<file path="config.mk">
export PLATFORM = sky130hd
export DESIGN_NAME = atvs_cell
export DESIGN_NICKNAME = d
export VERILOG_FILES = /design/src/rtl/core/atvs_pkg.sv /design/src/rtl/core/atvs_cell.sv
export SDC_FILE = /design/constraint.sdc
export NUM_CORES = 1
export LEC_CHECK = 0
export CAP_MARGIN = 0
export CORE_AREA = 2 2 39 41
export CTS_CLUSTER_DIAMETER = 80
export DETAILED_ROUTE_END_ITERATION = 10
export DIE_AREA = 0 0 41 43
export DONT_BUFFER_PORTS = 1
export GPL_TIMING_DRIVEN = 1
export PLACE_DENSITY_LB_ADDON = 0.15
export SLEW_MARGIN = 40
export SYNTH_ARGS = -nofsm -noshare
export SYNTH_HDL_FRONTEND = slang
export SYNTH_SLANG_ARGS = --single-unit
</file>
<file path="constraint.sdc">
create_clock -name clock -period 0.8 [get_ports clock]
set_clock_uncertainty 0.1 [all_clocks]
set_input_delay 0.08 -clock clock [delete_from_list [all_inputs] [get_ports clock]]
set_output_delay 0.08 -clock clock [all_outputs]
set_load 0.05 [all_outputs]
</file>
<file path="src/rtl/core/atvs_pkg.sv">
`timescale 1ns / 1ps
package atvs_pkg;
   localparam int MAX_PATTERN_BYTES = 16;
   localparam int ADDRESS_BITS      = 48;
   localparam int CSR_ADDR_BITS     = 6;

   // Register byte addresses (8-byte spacing, some registers are 64 bits).
   localparam logic [CSR_ADDR_BITS-1:0] REG_SCAN_TYPE      = 6'd0;
   localparam logic [CSR_ADDR_BITS-1:0] REG_COMPARE_MODE   = 6'd8;
   localparam logic [CSR_ADDR_BITS-1:0] REG_ALIGNMENT      = 6'd16;
   localparam logic [CSR_ADDR_BITS-1:0] REG_REFERENCE_LOW  = 6'd24;
   localparam logic [CSR_ADDR_BITS-1:0] REG_REFERENCE_HIGH = 6'd32;
   localparam logic [CSR_ADDR_BITS-1:0] REG_STRING_LENGTH  = 6'd40;

   localparam logic [2:0] TYPE_INT8   = 3'd0;
   localparam logic [2:0] TYPE_INT16  = 3'd1;
   localparam logic [2:0] TYPE_INT32  = 3'd2;
   localparam logic [2:0] TYPE_INT64  = 3'd3;
   localparam logic [2:0] TYPE_FLOAT  = 3'd4;
   localparam logic [2:0] TYPE_DOUBLE = 3'd5;
   localparam logic [2:0] TYPE_STRING = 3'd6;

   localparam logic [1:0] MODE_EQUAL   = 2'd0;
   localparam logic [1:0] MODE_LESS    = 2'd1;
   localparam logic [1:0] MODE_GREATER = 2'd2;
   localparam logic [1:0] MODE_UNKNOWN = 2'd3;

   // Byte held in one window cell.
   typedef struct packed {
      logic [7:0] data;
      logic       mark;
   } cell_type;
endpackage

</file>
<file path="src/rtl/core/atvs_cell.sv">
`timescale 1ns / 1ps
module atvs_cell (
   input  logic                 clock,
   input  logic                 reset,
   input  logic                 shift,
   input  logic                 clear,
   input  atvs_pkg::cell_type   cell_in,
   output atvs_pkg::cell_type   cell_out
);
   atvs_pkg::cell_type cell_ff, cell_in_next;

   // A region start empties the cell before the shift.
   always_comb begin
      cell_in_next = cell_in;
      if (clear) begin
         cell_in_next = '0;
      end
   end

   always_ff @(posedge clock) begin
      if (reset) begin
         cell_ff <= '0;
      end else if (shift) begin
         cell_ff <= cell_in_next;
      end
   end

   assign cell_out = cell_ff;
endmodule

</file>
* Word level (Yosys, flattened, before mapping)
Cells that the tools add are included.
** Storage, ports and cells
- Bits in registers :: 9
- Input bits :: 13
- Output and inout bits :: 9
- Word-level logic and storage cells :: 3
** Cells by class
- Muxes and demuxes :: 1
** Operator list (count)
- 2-to-1 mux 9 bit :: 1

* Logic depth before layout (Yosys ltp)
Gate-level depths: netlist (run 1).
- Depth after elaboration :: 1
- Gate-level depth with buffers :: 3
- Mapped depth without buffers :: 2

* Least setup slack after synthesis (run 1)
Ideal clock, no wire load.
- Path type :: register -> register
- Start :: register, netlist name cell_out[6]
- End :: register cell_ff, in the netlist cell_out[6]
- Data arrival time :: 814 ps
- Path slack :: -184 ps
- Cell stages (with the launch flop) :: 3
- Period minus slack after synthesis :: 984 ps
- Cell sequence :: dfxtp_1 -> nand2b_1 -> a21oi_1
** RTL lines
- end signal, assigned :: RTL line atvs_cell.sv:24 : cell_ff <= cell_in_next;
- end, declared :: RTL line atvs_cell.sv:10 : atvs_pkg::cell_type cell_ff, cell_in_next;

* Final worst setup path (run 1)
- Start :: register cell_ff, in the netlist cell_out[3]
- End :: output cell_out[3] (netlist name)
** RTL lines
- end, declared :: RTL line atvs_cell.sv:8 : output atvs_pkg::cell_type cell_out
No word-level cell between the ends.

==> out/metrics.yaml, run 1 <==
final_max_slew_viol_count: 0
fp.dieW_um: 41
drt_iter0_drc: 1
die_area_um2: 1760
startpoint_type: "flop"
route.detailed.wl_per_inst_um: 13.9
setup_ws_ns: -0.130
grt_pass1_vias: 395
htree_levels: 1
holdPathEnd: "cell_out[6]"
p_comb_frac: 0.248
cts_inserted_buffers: 3
timing.fmax_mhz: 1080
cp.required_ns: 0.62
r2r_end: "cell_out[8]"
grt_max_degree: 19
clk_latency_ns: 0.26
core_um2: 1380
outcome: "complete, but fails checks"
drcViolationCount: 0
vias_per_cell: 4.71
power_leakage_nw: 0.334
finalHoldViolCount: 9
p_clk_frac: 0.318
yosysSeqAreaShare: 0.469
cts-root-buf: "clkbuf_4"
synth_area_leaders: "dfxtp_1 (47%), nand2b_2 (18%), nand3b_1 (18%)"
nets: 80
syn_nets: 51
r2r_start: "cell_out[8]"
gp_congestion: 0.557
synth-seq-cells: 9
synth.distinct_cells: 7
largest_register_ffs: 9
die_h_um: 43
worstMarginPinSlew_ns: 0.500
cts.reportedPaths.clkPinSlew_ns: 0.06
vias: 386
arrival_ns: 0.75
reg2reg_slack_ns: -0.11
yosysTopAreaCellShare: 0.469
slew_headroom: 0.666
cp_num_buf_inv: 1
place_area_um2: 603
dr.pass1.iters: 3
tritoncts: "yes"
clk_path_buf_depth: 2
fp-row-count: 14
initial_core_util: 0.278
io_pins: 22
antenna_found_initial: 0
totalWireLength_mm: 1.14
hp-class: "input port to flop"
worstHoldStart: "shift"
diodes: 0
drive_gt1_frac: 0.667
syn_area_um2: 384
period_minus_slack_ns: 0.930
p_per_area_nw_per_um2: 1260
drv_cap: 0
p_sw_frac: 0.258
path_class: "flop to primary output"
synth_warnings: 0
grt.overflow.total: 0
grt_pass1_wl_mm: 1.70
yosysTopAreaCell: "dfxtp_1"
seqPwrFrac: 0.434
reg2reg_depth: 4
fin_crit_sh: 1.16
syn_inst: 38
ant_nets: 0
crit_path_end_kind: "primary output"
cpMaxStageDelayCell: "dfxtp_4"
preCtsSetupSlack_ns: 0.0940
areaGrowthSynthToFinish_pct: 121
syn_avg_cell_area_um2: 10.1
critPathTopFamily: "flip-flops"
hold_path_depth: 2
p_switching_mw: 0.278
max_stage_delay_ns: 0.35
internal_power_mw: 0.798
postLayoutCellArea_um2: 851
grt_usage: 0.151
violations: "negative hold slack, negative setup slack"
portBuffers: 0
rsz0062_at_grt: "yes"
cts.sinks: 9
path_cells: "buf_12"
finalSetupViolCount: 13
whs_ns: -0.116
ctsHoldBuffers: 8
irDropWorstVdd_mv: 0.976
crit_fanout: 2
==> final cells by class <==
type | instances | area (um2)
Fill cell | 120 | 533
Sequential cell | 9 | 214
Clock buffer | 4 | 26.3
Timing Repair Buffer | 26 | 349
Tap cell | 16 | 20.0
Multi-Input combinational cell | 27 | 241
==> cell families after synthesis <==
family                 count (synthesis)  synth area share
DFF                                    9             0.469
AOI/OAI and AO/OA                      9             0.117
and+or+nand+nor                       18             0.375
buffers and inverters                  2            0.0391
==> per-stage QoR <==
stage,util,TNS (ns),power (mW),instances
floorplan,-,0,0.583,38
detailed placement,0.436,0,0.651,61
finish,0.615,-1.41,1.08,82
global placement,0.436,0,0.647,61
global route,0.615,-1.88,1.15,82
CTS,0.556,-1.97,1.07,80
==> worst register-to-register path, cell delays in order (launching register included) <==
cell and delay (ns):
dfxtp_4 0.35, buf_4 0.13, buf_6 0.11, nand2b_4 0.05, a21oi_2 0.04
==> metal layers <==
layer,GRT usage,vias up,part of all wire,wire (um)
met4,0.0400,0,0,0
met1,0.139,184,0.31,359
met5,0,-,0,0
met2,0.238,16,0.58,665
li1,-,186,-,-
met3,0.131,0,0.10,114
==> worst max-delay path by stage <==
stage / start / endpoint / slack, ns / depth (start not counted)
floorplan: cell_out[6] / cell_out[6] / 0.04 / 2
global placement: cell_out[1] / cell_out[1] / 0.13 / 2
detailed placement: cell_out[1] / cell_out[1] / 0.09 / 2
CTS: cell_out[6] / cell_out[6] / -0.14 / 1
global route: cell_out[8] / cell_out[8] / -0.17 / 1
finish: cell_out[3] / cell_out[3] / -0.13 / 1
==> cell usage after synthesis <==
master and instances:
nand2b_1 1, nand3b_1 9, buf_1 1, nand2b_2 8
buf_6 1, dfxtp_1 9, a21oi_1 9
==> power groups by stage <==
stage	clock, mW	sequential (mW)	combinational [mW]
4_1_cts	0.365	0.465	0.235
3_5_place_dp	0	0.479	0.173
3_3_place_gp	0	0.478	0.170
5_1_grt	0.406	0.469	0.280
2_1_floorplan	0	0.530	0.0539
6_report	0.342	0.467	0.267
==> repair_timing <==
item                       in CTS  in global routing
hold endpoints to repair        9                  9
buffers inserted                7                  2
setup endpoints to repair       9                 18
cloned                          0                  0
pin swaps                       0                  0
gates resized for setup         2                 16
==> layout by cell type, fill, tap and decap left out, types with 2 or more instances in the layout <==
| cell | count |
|---|---|
| nand2b_4 | 6 |
| a21oi_2 | 6 |
| buf_6 | 5 |
| dfxtp_4 | 9 |
| a21oi_1 | 3 |
| buf_4 | 4 |
| dlygate4sd3_1 | 7 |
| clkbuf_4 | 3 |
| nand2b_2 | 2 |
| buf_12 | 9 |
| nand3b_1 | 9 |
(Power assumes the default switching activity.)
==> run 2, diff against run 1 <==
SETUP_SLACK_MARGIN = 0.05   (was unset)
==> out/metrics.yaml, run 2 (synthesis results as in run 1) <==
cts.reportedPaths.clkPinSlew_ns: 0.06
irDropWorstVdd_mv: 0.613
p_switching_mw: 0.269
p_clk_frac: 0.334
whs_ns: -0.236
drive_gt1_frac: 0.786
drv_cap: 0
antenna_found_initial: 0
reg2reg_slack_ns: 0.03
dpl.cell_count: 61
p_per_area_nw_per_um2: 1340
nets: 70
final_max_slew_viol_count: 0
r2r_start: "cell_out[8]"
fp-row-count: 14
r2r_end: "cell_out[8]"
startpoint_type: "flop"
seqPwrFrac: 0.449
initial_core_util: 0.278
timing.fmax_mhz: 1060
slew_headroom: 0.926
grt.overflow.total: 0
path_class: "flop to primary output"
areaGrowthSynthToFinish_pct: 103
finalHoldViolCount: 9
max_stage_delay_ns: 0.36
vias: 352
route.detailed.wl_per_inst_um: 14.0
grt_max_degree: 19
finalSetupViolCount: 9
holdPathEnd: "cell_out[3]"
htree_levels: 1
cp_num_buf_inv: 1
io_pins: 22
grt_pass1_vias: 356
portBuffers: 0
die_area_um2: 1760
startpoint: "cell_out[0]"
tritoncts: "yes"
hold_path_depth: 1
cts_inserted_buffers: 3
rsz0062_at_grt: "yes"
crit_path_end_kind: "primary output"
fin_setup_tns_ns: -1.21
totalWireLength_mm: 1.01
grt_pass1_wl_mm: 1.46
arrival_ns: 0.76
clk_path_buf_depth: 2
fp.dieW_um: 41
internal_power_mw: 0.774
drcViolationCount: 0
final_cell_mix: "nand3b_1 (9), dfxtp_4 (9), buf_12 (9)"
crit_fanout: 2
worstHoldStart: "reset"
gp_congestion: 0.553
worstMarginPinSlew_ns: 0.111
critPathTopFamily: "flip-flops"
dp_hpwl_um: 663
cts-root-buf: "clkbuf_4"
cp.required_ns: 0.62
core_um2: 1380
drt_iter0_drc: 0
vias_per_cell: 4.89
path_cells: "buf_12"
clk_latency_ns: 0.26
largest_register_ffs: 9
period_minus_slack_ns: 0.943
reg2reg_depth: 3
p_sw_frac: 0.258
dr.pass1.iters: 1
die_h_um: 43
ant_nets: 0
p_comb_frac: 0.217
power_leakage_nw: 0.292
fin_crit_sh: 1.18
outcome: "complete, but fails checks"
cpMaxStageDelayCell: "dfxtp_4"
hp-class: "input port to flop"
grt_usage: 0.133
cts.sinks: 9
layout.cells.non_filler: 72
p_total_mw: 1.04
setup_ws_ns: -0.143
violations: "negative hold slack, negative setup slack"
diodes: 0
-- run 2: changes by cell type in the layout (fill, tap and decap cells not counted), sizes merged --
cell	change
buf	-2
dlymetal6s4s	-1
dlygate4sd3	-7
-- run 2: worst max-delay path by stage --
stage / to / slack, ns / cells after the start
finish: cell_out[0] / -0.14 / 1
global route: cell_out[2] / -0.17 / 1
CTS: cell_out[0] / -0.16 / 1
detailed placement: cell_out[1] / 0.09 / 2
global placement: cell_out[2] / 0.13 / 2
floorplan: cell_out[6] / 0.04 / 2
-- run 2: area by class of cell --
type / instances / area [um2]
sequential: 9 / 214
fill: 133 / 606
tap: 16 / 20.0
multi-input combinational: 27 / 259
clock buffer: 4 / 26.3
timing repair buffer: 16 / 259
-- run 2: timing repair --
action	4_1_cts	5_1_grt
endpoints found under the hold margin	9	9
setup buffers	7	0
resized for setup	3	12
setup endpoints to repair	9	17
-- run 2: metrics by stage --
step                      utilization  area, um2  setup WS (ns)  hold slack (ns)
after floorplan                     -        458         0.0423            0.133
after global placement          0.465        643          0.130           0.0410
after detailed placement        0.465        643         0.0932           0.0426
after CTS                       0.530        733         -0.156           -0.249
after global routing            0.562        778         -0.166           -0.252
final                           0.562        778         -0.143           -0.236
-- run 2: power by group through the flow --
stage	Clock [mW]	Sequential, mW	Combinational, mW
floorplan	0	0.535	0.0658
global placement	0	0.483	0.182
detailed placement	0	0.484	0.184
CTS	0.377	0.466	0.214
global route	0.395	0.470	0.237
finish	0.348	0.469	0.226
-- run 2: per-layer routing --
metal,GRT usage,share of wire,vias up
met5,0,0,-
met4,0.120,0.016,0
met3,0.0524,0.089,2
met2,0.194,0.55,19
met1,0.136,0.35,164
li1,-,-,167
