==> src/rtl/core/atvs_pkg.sv <==
`timescale 1ns / 1ps
package atvs_pkg;
   localparam int MAX_PATTERN_BYTES = 16;
   localparam int ADDRESS_BITS      = 48;
   localparam int CSR_ADDR_BITS     = 6;

   // Register byte addresses (8-byte spacing, some registers are 64 bits).
   localparam logic [CSR_ADDR_BITS-1:0] REG_SCAN_TYPE      = 6'd0;
   localparam logic [CSR_ADDR_BITS-1:0] REG_COMPARE_MODE   = 6'd8;
   localparam logic [CSR_ADDR_BITS-1:0] REG_ALIGNMENT      = 6'd16;
   localparam logic [CSR_ADDR_BITS-1:0] REG_REFERENCE_LOW  = 6'd24;
   localparam logic [CSR_ADDR_BITS-1:0] REG_REFERENCE_HIGH = 6'd32;
   localparam logic [CSR_ADDR_BITS-1:0] REG_STRING_LENGTH  = 6'd40;

   localparam logic [2:0] TYPE_INT8   = 3'd0;
   localparam logic [2:0] TYPE_INT16  = 3'd1;
   localparam logic [2:0] TYPE_INT32  = 3'd2;
   localparam logic [2:0] TYPE_INT64  = 3'd3;
   localparam logic [2:0] TYPE_FLOAT  = 3'd4;
   localparam logic [2:0] TYPE_DOUBLE = 3'd5;
   localparam logic [2:0] TYPE_STRING = 3'd6;

   localparam logic [1:0] MODE_EQUAL   = 2'd0;
   localparam logic [1:0] MODE_LESS    = 2'd1;
   localparam logic [1:0] MODE_GREATER = 2'd2;
   localparam logic [1:0] MODE_UNKNOWN = 2'd3;

   // Byte held in one window cell.
   typedef struct packed {
      logic [7:0] data;
      logic       mark;
   } cell_type;
endpackage

==> src/rtl/core/atvs_compare.sv <==
`timescale 1ns / 1ps
module atvs_compare (
   input  logic [2:0]   scan_type,
   input  logic [1:0]   compare_mode,
   input  logic [63:0]  reference_low,
   input  logic [63:0]  value,
   output logic         hit
);
   logic        s_eq, s_lt;
   logic [63:0] a, b;
   logic        f_nan, f_zero, f_eq, f_lt, neg_a, neg_b;
   logic [62:0] ma, mb;

   always_comb begin
      a = value;
      b = reference_low;
      case (scan_type) inside
         atvs_pkg::TYPE_INT8: begin
            a = {{56{value[7]}}, value[7:0]};
            b = {{56{reference_low[7]}}, reference_low[7:0]};
         end
         atvs_pkg::TYPE_INT16: begin
            a = {{48{value[15]}}, value[15:0]};
            b = {{48{reference_low[15]}}, reference_low[15:0]};
         end
         atvs_pkg::TYPE_INT64, atvs_pkg::TYPE_DOUBLE: begin
            a = value;
            b = reference_low;
         end
         default: begin
            a = {{32{value[31]}}, value[31:0]};
            b = {{32{reference_low[31]}}, reference_low[31:0]};
         end
      endcase
      s_eq = (a == b);
      s_lt = ($signed(a) < $signed(b));

      // Sign-magnitude compare for IEEE values.
      if (scan_type == atvs_pkg::TYPE_FLOAT) begin
         neg_a = value[31];
         neg_b = reference_low[31];
         ma = {32'd0, value[30:0]};
         mb = {32'd0, reference_low[30:0]};
         f_nan = (value[30:23] == 8'hFF && value[22:0] != 0) ||
                 (reference_low[30:23] == 8'hFF && reference_low[22:0] != 0);
      end else begin
         neg_a = value[63];
         neg_b = reference_low[63];
         ma = value[62:0];
         mb = reference_low[62:0];
         f_nan = (value[62:52] == 11'h7FF && value[51:0] != 0) ||
                 (reference_low[62:52] == 11'h7FF && reference_low[51:0] != 0);
      end
      f_zero = (ma == 0) && (mb == 0);
      f_eq = !f_nan && (f_zero || (neg_a == neg_b && ma == mb));
      if (f_nan || f_zero) begin
         f_lt = 1'b0;
      end else if (neg_a != neg_b) begin
         f_lt = neg_a;
      end else if (neg_a) begin
         f_lt = ma > mb;
      end else begin
         f_lt = ma < mb;
      end

      hit = 1'b0;
      if (scan_type == atvs_pkg::TYPE_FLOAT || scan_type == atvs_pkg::TYPE_DOUBLE) begin
         case (compare_mode)
            atvs_pkg::MODE_EQUAL:   hit = f_eq;
            atvs_pkg::MODE_LESS:    hit = f_lt;
            atvs_pkg::MODE_GREATER: hit = !f_nan && !f_eq && !f_lt;
            default:                hit = 1'b1;
         endcase
      end else begin
         case (compare_mode)
            atvs_pkg::MODE_EQUAL:   hit = s_eq;
            atvs_pkg::MODE_LESS:    hit = s_lt;
            atvs_pkg::MODE_GREATER: hit = !s_eq && !s_lt;
            default:                hit = 1'b1;
         endcase
      end
   end
endmodule

==> config.mk <==
export PLATFORM = sky130hd
export DESIGN_NAME = atvs_compare
export DESIGN_NICKNAME = d
export VERILOG_FILES = /design/src/rtl/core/atvs_pkg.sv /design/src/rtl/core/atvs_compare.sv
export SDC_FILE = /design/constraint.sdc
export NUM_CORES = 1
export LEC_CHECK = 0
export BUFFER_PORTS_ARGS = -buffer_cell sky130_fd_sc_hd__buf_2
export CAP_MARGIN = 20
export CORE_ASPECT_RATIO = 0.9
export CORE_MARGIN = 2
export CORE_UTILIZATION = 35
export DETAILED_ROUTE_END_ITERATION = 7
export PLACE_DENSITY = 0.57
export SLEW_MARGIN = 5
export SYNTH_ARGS = -nofsm -noshare
export SYNTH_HDL_FRONTEND = slang
export SYNTH_SLANG_ARGS = --single-unit
==> constraint.sdc <==
create_clock -name vclk -period 5.15
set_input_delay 0.515 -clock vclk [all_inputs]
set_output_delay 0.515 -clock vclk [all_outputs]
set_load 0.005 [all_outputs]
Yosys cells after proc, flatten, opt, wreduce, memory -nomap -nowiden
Cells that the tools add are included.
{ "op_classes": {"add_sub_neg": 0, "n_mul": 0, "n_div": 0, "n_lt_le_gt_ge": 3, "eq_ne": 14, "shifts": 0, "mux": 17, "bitwise": 0, "n_reduce_logical": 29} }
{ "ops": {"columns": ["cell", "n"], "rows": [
  ["two-way mux 64 bit", 6],
  ["logical NOT 63 bit", 2],
  ["two-way mux 63 bit", 2],
  ["nonzero test 52 bit", 2],
  ["== test 64 bit", 1],
  ["less-than comparator 64 bit", 1],
  ["== test 63 bit", 1],
  ["> comparator 63 bit", 1],
  ["less-than comparator 63 bit", 1],
  ["nonzero test 23 bit", 2],
  ["== test 11 bit, second input constant", 2],
  ["== test 8 bit, second input constant", 2],
  ["logical AND 1 bit", 10],
  ["two-way mux 1 bit", 7],
  ["== test 3 bit, second input constant", 2],
  ["one-hot mux 1 bit (3 select lines)", 2],
  ["logical NOT 1 bit", 5],
  ["logical OR 1 bit", 5],
  ["== test 3 x 1 -> 1 bit, second input constant", 1],
  ["== test 3 x 2 -> 1 bit, second input constant", 1],
  ["logical NOT 3 bit", 1],
  ["== test 2 x 1 -> 1 bit, second input constant", 1],
  ["== test 2 bit, second input constant", 1],
  ["logical NOT 2 bit", 1],
  ["other kinds (3)", 3]
]} }
{ "totals": {"regBits": 0, "latchBits": 0, "ram_bits": 0, "romBits": 0, "in_bits": 133, "output_inout_bits": 1, "mem_count": 0} }

Depth between registers and ports, before layout
Gate-level depths: netlist (run 1).
{ "depth": {"word_depth": 11, "depth_mapped": 17, "depth_no_buf": 14} }

Worst setup path after synthesis (run 1)
OpenSTA, ideal clock, no wires.
{ "synth_path": {"kind": "input to output", "from": "in scan_type[0]", "to": "out hit", "t_arrival_ns": 3.852, "t_required_ns": 4.635, "setup_slack_ns": 0.783, "path_stages": 17, "path_buffers": 4, "path_cell_list": "clkbuf_1 -> or3_1 -> clkbuf_1 -> nor2_1 -> clkbuf_1 -> clkbuf_1 -> a21oi_1 -> ha_1 -> a21o_1 -> a21o_1 -> a21oi_1 -> o21ai_0 -> a2111oi_0 -> o211ai_1 -> mux2i_1 -> mux2i_1 -> a32oi_1"} }
{ "synth_between": {"elab_chain_cells": 11, "elab_cells_between_ends": 46, "cone_classes": "3 x order compare; 8 x eq/ne; 17 x mux; 18 x reduce/logical"} }
{ "synth_lines": {"columns": ["item", "line", "rtl"], "rows": [
  ["start: declaration", "atvs_compare.sv:3", "input logic [2:0] scan_type,"],
  ["parallel branches: the longest is 10 deep, another holds less-than comparator 64 bit", null, null],
  ["two-way mux 1 bit *", "atvs_compare.sv:67", "if (scan_type == atvs_pkg::TYPE_FLOAT || scan_type == atvs_pkg::TYPE_DOUBLE) begin"],
  ["end: declaration", "atvs_compare.sv:7", "output logic hit"]
]} }
Mark *: on every way between the ends.

Worst setup path after layout (run 1)
{ "layout_path": {"from": "in scan_type[2]", "to": "out hit"} }
Same word-level chain as after synthesis.

==> results.cfg, run 1 <==
[run_status]
outcome = completed

[worst_setup_path]
worstSetupEndpointType = primary output
start_kind = input pin
criticalPathCategory = in2out
worstPathArrival_ps = 4230
crit_path_max_fanout = 76
worst_ep_required_time_ps = 4640

[grt]
grt_pass1_wl_um = 34390
track_usage_pct = 22.80
grt-ovfl-total = 0
grt_pass1_vias = 6632
antenna_found_initial = 2
grt_max_degree = 77

[cells_and_area]
final.clkbuf_count = 0
syn_to_final_growth_pct = 15.71
layout.nets = 1277
regArea_um2 = 0
seq_cells = 0
drive_above_1_share_pct = 17.30

[placement]
io_buffers = 134
gp_congestion = 0.8833
dp_hpwl_um = 16960
pre_cts_ws_ps = 486.8

[sta]
tightestPinTransition_ps = 776.0
setup-tns-final_ps = 0
timing.final.ws_setup_ps = 408.8
finalCriticalPeriod_ps = 4741
finalCritPeriodShare_pct = 92.06
fmax_ghz = 0.2109
setup-violations-final = 0
rsz0062_at_grt = false
drv_slew = 0
finalHoldViolCount = 0
slew_headroom_pct = 48.03

[detailed_routing]
via_count = 7347
ant_nets = 0
avgViaCountPerCell = 5.944
wire_per_inst_um = 17.32
drt-initial-drc-count = 443
finalWirelength_um = 21410
post-route-drc-count = 0
drtPass1Iterations = 5

[logic_synthesis]
yosysWarnings = 0
syn-instance-count = 938
syn_area_um2 = 5949
syn_area_per_cell_um2 = 6.343
synth_nets = 1190
ys_seq_area_share_pct = 0
yosysUniqueCellTypes = 46

[power_and_ir_drop]
power_density_nw_per_um2 = 100.5
p_leak_uw = 0.003317
peakVddDrop_mv = 0.03045

[worst_hold_path]
hold_end = hit
min_from = compare_mode[1]
whs_path_depth = 4
holdCritPathClass = in2out

[floorplan]
dieWidth_um = 141.4
ios = 134
dieArea_um2 = 18060
die_y_um = 127.7
fp-row-count = 45
core_um2 = 16780
initial_utilization_pct = 35.46

[clock_network]
post_cts_resized = 0
hold_buffers = 0
cts_setup_buffers = 0

[run]
maxCapViolCount = 0
[placed cells by master (no fill, tap or decap), drive strengths merged, types with 2 or more instances in the layout]
master / count
nor2b: 2
nand3: 15
nor2: 27
a21oi: 172
mux2i: 5
o21ai: 81
o21bai: 2
a2111oi: 2
a211oi: 38
a22oi: 2
nor4: 33
ha: 119
nand2: 106
and2: 36
or2: 3
or4: 5
a21o: 69
a31oi: 2
diode: 2
a221oi: 2
nor3: 13
o211ai: 38
nand4: 34
buf: 163
inv: 33
or3: 2
nand2b: 8
[logic make-up after synthesis]
group	Yosys count	share of synthesized area [%]
AND/OR/NAND/NOR	288	25.01
AO/OA/AOI/OAI	414	41.75
XOR/XNOR	1	0.1472
adder cells (fa/ha/maj)	119	25.03
buffers and inverters	111	7.234
multiplexers	5	0.8413
[cell type report]
class | instances | area, µm²
diodes | 2 | 5.005
fillers | 1845 | 9894
inverters | 33 | 123.9
multi-input cells | 827 | 5538
well taps | 211 | 264.0
repair buffers | 163 | 953.4
[worst max path at each step]
stage	startpoint	endpoint	slack, ps	depth (start not counted)
final	scan_type[2]	hit	410	18
after global routing	scan_type[2]	hit	100	18
after CTS	scan_type[2]	hit	460	16
after detailed placement	scan_type[2]	hit	490	16
after global placement	scan_type[1]	hit	530	15
after floorplan	scan_type[0]	hit	780	17
[cell usage after synthesis, types with 2 or more instances]
master,count,area [µm²]
a2111oi_0,2,17.52
a211oi_1,38,285.3
a21o_1,69,518.0
a21oi_1,172,860.8
a221oi_1,2,17.52
a22oi_1,2,15.01
a31oi_1,2,12.51
and2_1,36,225.2
buf_1,6,22.52
clkbuf_1,70,262.8
ha_1,119,1489
inv_1,33,123.9
mux2i_1,5,50.05
nand2_1,106,397.9
nand2b_1,7,43.79
nand3_1,15,75.07
nand4_1,34,212.7
nor2_1,27,101.4
nor2b_1,2,12.51
nor3_1,12,60.06
nor4_1,31,193.9
o211ai_1,38,285.3
o21ai_0,81,405.4
o21bai_1,2,15.01
or2_2,2,12.51
or3_1,2,12.51
or4_1,4,30.03
[through the flow]
step                      power, µW  hold WS (ps)  utilization (%)  instances  area, µm²
after global routing          786.9          1546            41.03       1236       6884
after CTS                     687.0          1523            41.00       1234       6879
after global placement        678.8          1521            41.00       1234       6879
after detailed placement      682.9          1517            41.00       1234       6879
after floorplan               458.5          1209                -        938       5949
final                         692.2          1530            41.03       1236       6884
[worst max-delay path, stage by stage]
cell and delay, ps:
buf_4 230, buf_4 600, buf_4 440, a211oi_1 80, a21o_1 170, a21oi_1 160, ha_1 260, nand4_1 150
nor4_1 60, buf_4 140, nand2_1 50, a31oi_1 40, a2111oi_0 400, o211ai_1 170, mux2i_1 230, mux2i_1 200
a32oi_1 110, buf_2 150
[power breakdown]
group	switching, µW	total, µW	internal (µW)
clock network	0	0.0000521	0.0000520
registers	0	0	0
logic	398	692	295
[layer usage]
metal / share of wire, % / vias up / GRT usage [%] / routed length [µm]
li1: - / 3718 / - / -
met1: 49 / 3362 / 34.11 / 10560
met2: 44 / 244 / 36.64 / 9450
met3: 5.1 / 23 / 1.345 / 1085
met4: 1.5 / 0 / 3.471 / 318
met5: 0 / - / 0 / 0
(Power assumes the default switching activity.)
==> inputs of run 2 (changes only) <==
--- a/config.mk
+++ b/config.mk
@@ -6,12 +6,12 @@
 export NUM_CORES = 1
 export LEC_CHECK = 0
 export BUFFER_PORTS_ARGS = -buffer_cell sky130_fd_sc_hd__buf_2
-export CAP_MARGIN = 20
+export CAP_MARGIN = 25
 export CORE_ASPECT_RATIO = 0.9
 export CORE_MARGIN = 2
 export CORE_UTILIZATION = 35
 export DETAILED_ROUTE_END_ITERATION = 7
-export PLACE_DENSITY = 0.57
+export RECOVER_POWER = 25
 export SLEW_MARGIN = 5
 export SYNTH_ARGS = -nofsm -noshare
 export SYNTH_HDL_FRONTEND = slang
==> results.cfg, run 2 (same netlist as run 1, synthesis figures left out) <==
[sta]
setup-tns-final_ps = 0
tightestPinTransition_ps = 685.0
finalCriticalPeriod_ps = 4866
drv_slew = 0
setup-violations-final = 0
timing.final.ws_setup_ps = 284.3
finalCritPeriodShare_pct = 94.48
slew_headroom_pct = 54.34
whs_ps = 1551
finalHoldViolCount = 0
fmax_ghz = 0.2055
rsz0062_at_grt = false

[grt]
antenna_found_initial = 1
grt_max_degree = 77
grt_pass1_vias = 6746
grt-ovfl-total = 0
track_usage_pct = 23.15
grt_pass1_wl_um = 35040

[worst_setup_path]
path_buf_inv = 3
crit_start = scan_type[2]
cpPeakStageDelay_ps = 560
crit_path_max_fanout = 19
worst_ep_required_time_ps = 4640
worstPathArrival_ps = 4350
path_delay_family = compound AO/OA/AOI/OAI gates
criticalPathCategory = in2out
start_kind = input pin
slowest_stage = or3_1
cp_cell_sequence = buf_4 -> or3_1 -> nor2_4 -> buf_4 -> a21oi_1 -> ha_1 -> a21oi_1 -> o21ai_0 -> a22oi_1 -> a31oi_1 -> a2111oi_0 -> o211ai_1 -> mux2i_1 -> mux2i_1 -> a32oi_1 -> clkbuf_1
worstSetupEndpointType = primary output

[power_and_ir_drop]
power_density_nw_per_um2 = 100.0
peakVddDrop_mv = 0.03781
p_leak_uw = 0.003329

[worst_hold_path]
holdCritPathClass = in2out
min_from = scan_type[2]

[placement]
gp_congestion = 0.9053
io_buffers = 134
pre_cts_ws_ps = 139.8
dp_hpwl_um = 16940

[floorplan]
ios = 134
dieWidth_um = 141.4
dieArea_um2 = 18060
fp-row-count = 45
initial_utilization_pct = 35.46
core_um2 = 16780
die_y_um = 127.7

[cells_and_area]
layout.nets = 1284
regArea_um2 = 0
final_common_cell = a21oi_1
final_cell_mix = a21oi_1, buf_2, ha_1
syn_to_final_growth_pct = 15.75
drive_above_1_share_pct = 17.86
multi_input_area_um2 = 5542
seq_cells = 0
nFillCells = 1874
final.clkbuf_count = 0

[detailed_routing]
drt-initial-drc-count = 571
avgViaCountPerCell = 5.933
via_count = 7369
wire_per_inst_um = 17.21
drtPass1Iterations = 5
finalWirelength_um = 21370
post-route-drc-count = 0
ant_nets = 0

[run_status]
outcome = completed

[run]
maxCapViolCount = 0

[clock_network]
cts_setup_buffers = 0
hold_buffers = 0
[run 2: metal layers]
metal / track usage, % / routed length (µm)
met5: 0 / 0
met4: 3.471 / 359
met3: 0.9339 / 1107
met1: 34.49 / 10500
met2: 37.75 / 9407
[run 2: final cells by class]
class / count / share of cell area, %
Multi-Input combinational cell: 827 / 80.47
Tap cell: 211 / 3.834
Inverter: 33 / 1.799
Timing Repair Buffer: 170 / 13.86
Antenna cell: 1 / 0.03634
[run 2: final timing paths]
kind	to	slack (ps)	depth (start not counted)
worst max-delay path	hit	280	16
worst min-delay path	hit	1550	4
[run 2: per-stage QoR]
step	cell area [µm²]	total power [µW]	utilization, %	cells
after floorplan	5949	458.5	-	938
after global placement	6882	673.7	41.01	1241
after detailed placement	6882	678.4	41.01	1241
after CTS	6882	682.7	41.01	1241
after global routing	6887	786.7	41.04	1242
final	6887	688.7	41.04	1242
[run 2: report_power, final]
part / leakage (µW) / internal (µW) / total, µW / switching, µW
logic: 0.00333 / 293 / 689 / 396
registers: 0 / 0 / 0 / 0
clock network: 0.00000000634 / 0.0000260 / 0.0000260 / 0
total: 0.00333 / 293 / 689 / 396
[run 2: what timing repair did]
action | in CTS | in global routing
setup endpoints to repair | 0 | 1
gates resized for setup | 0 | 2
endpoints found under the hold margin | 0 | 0
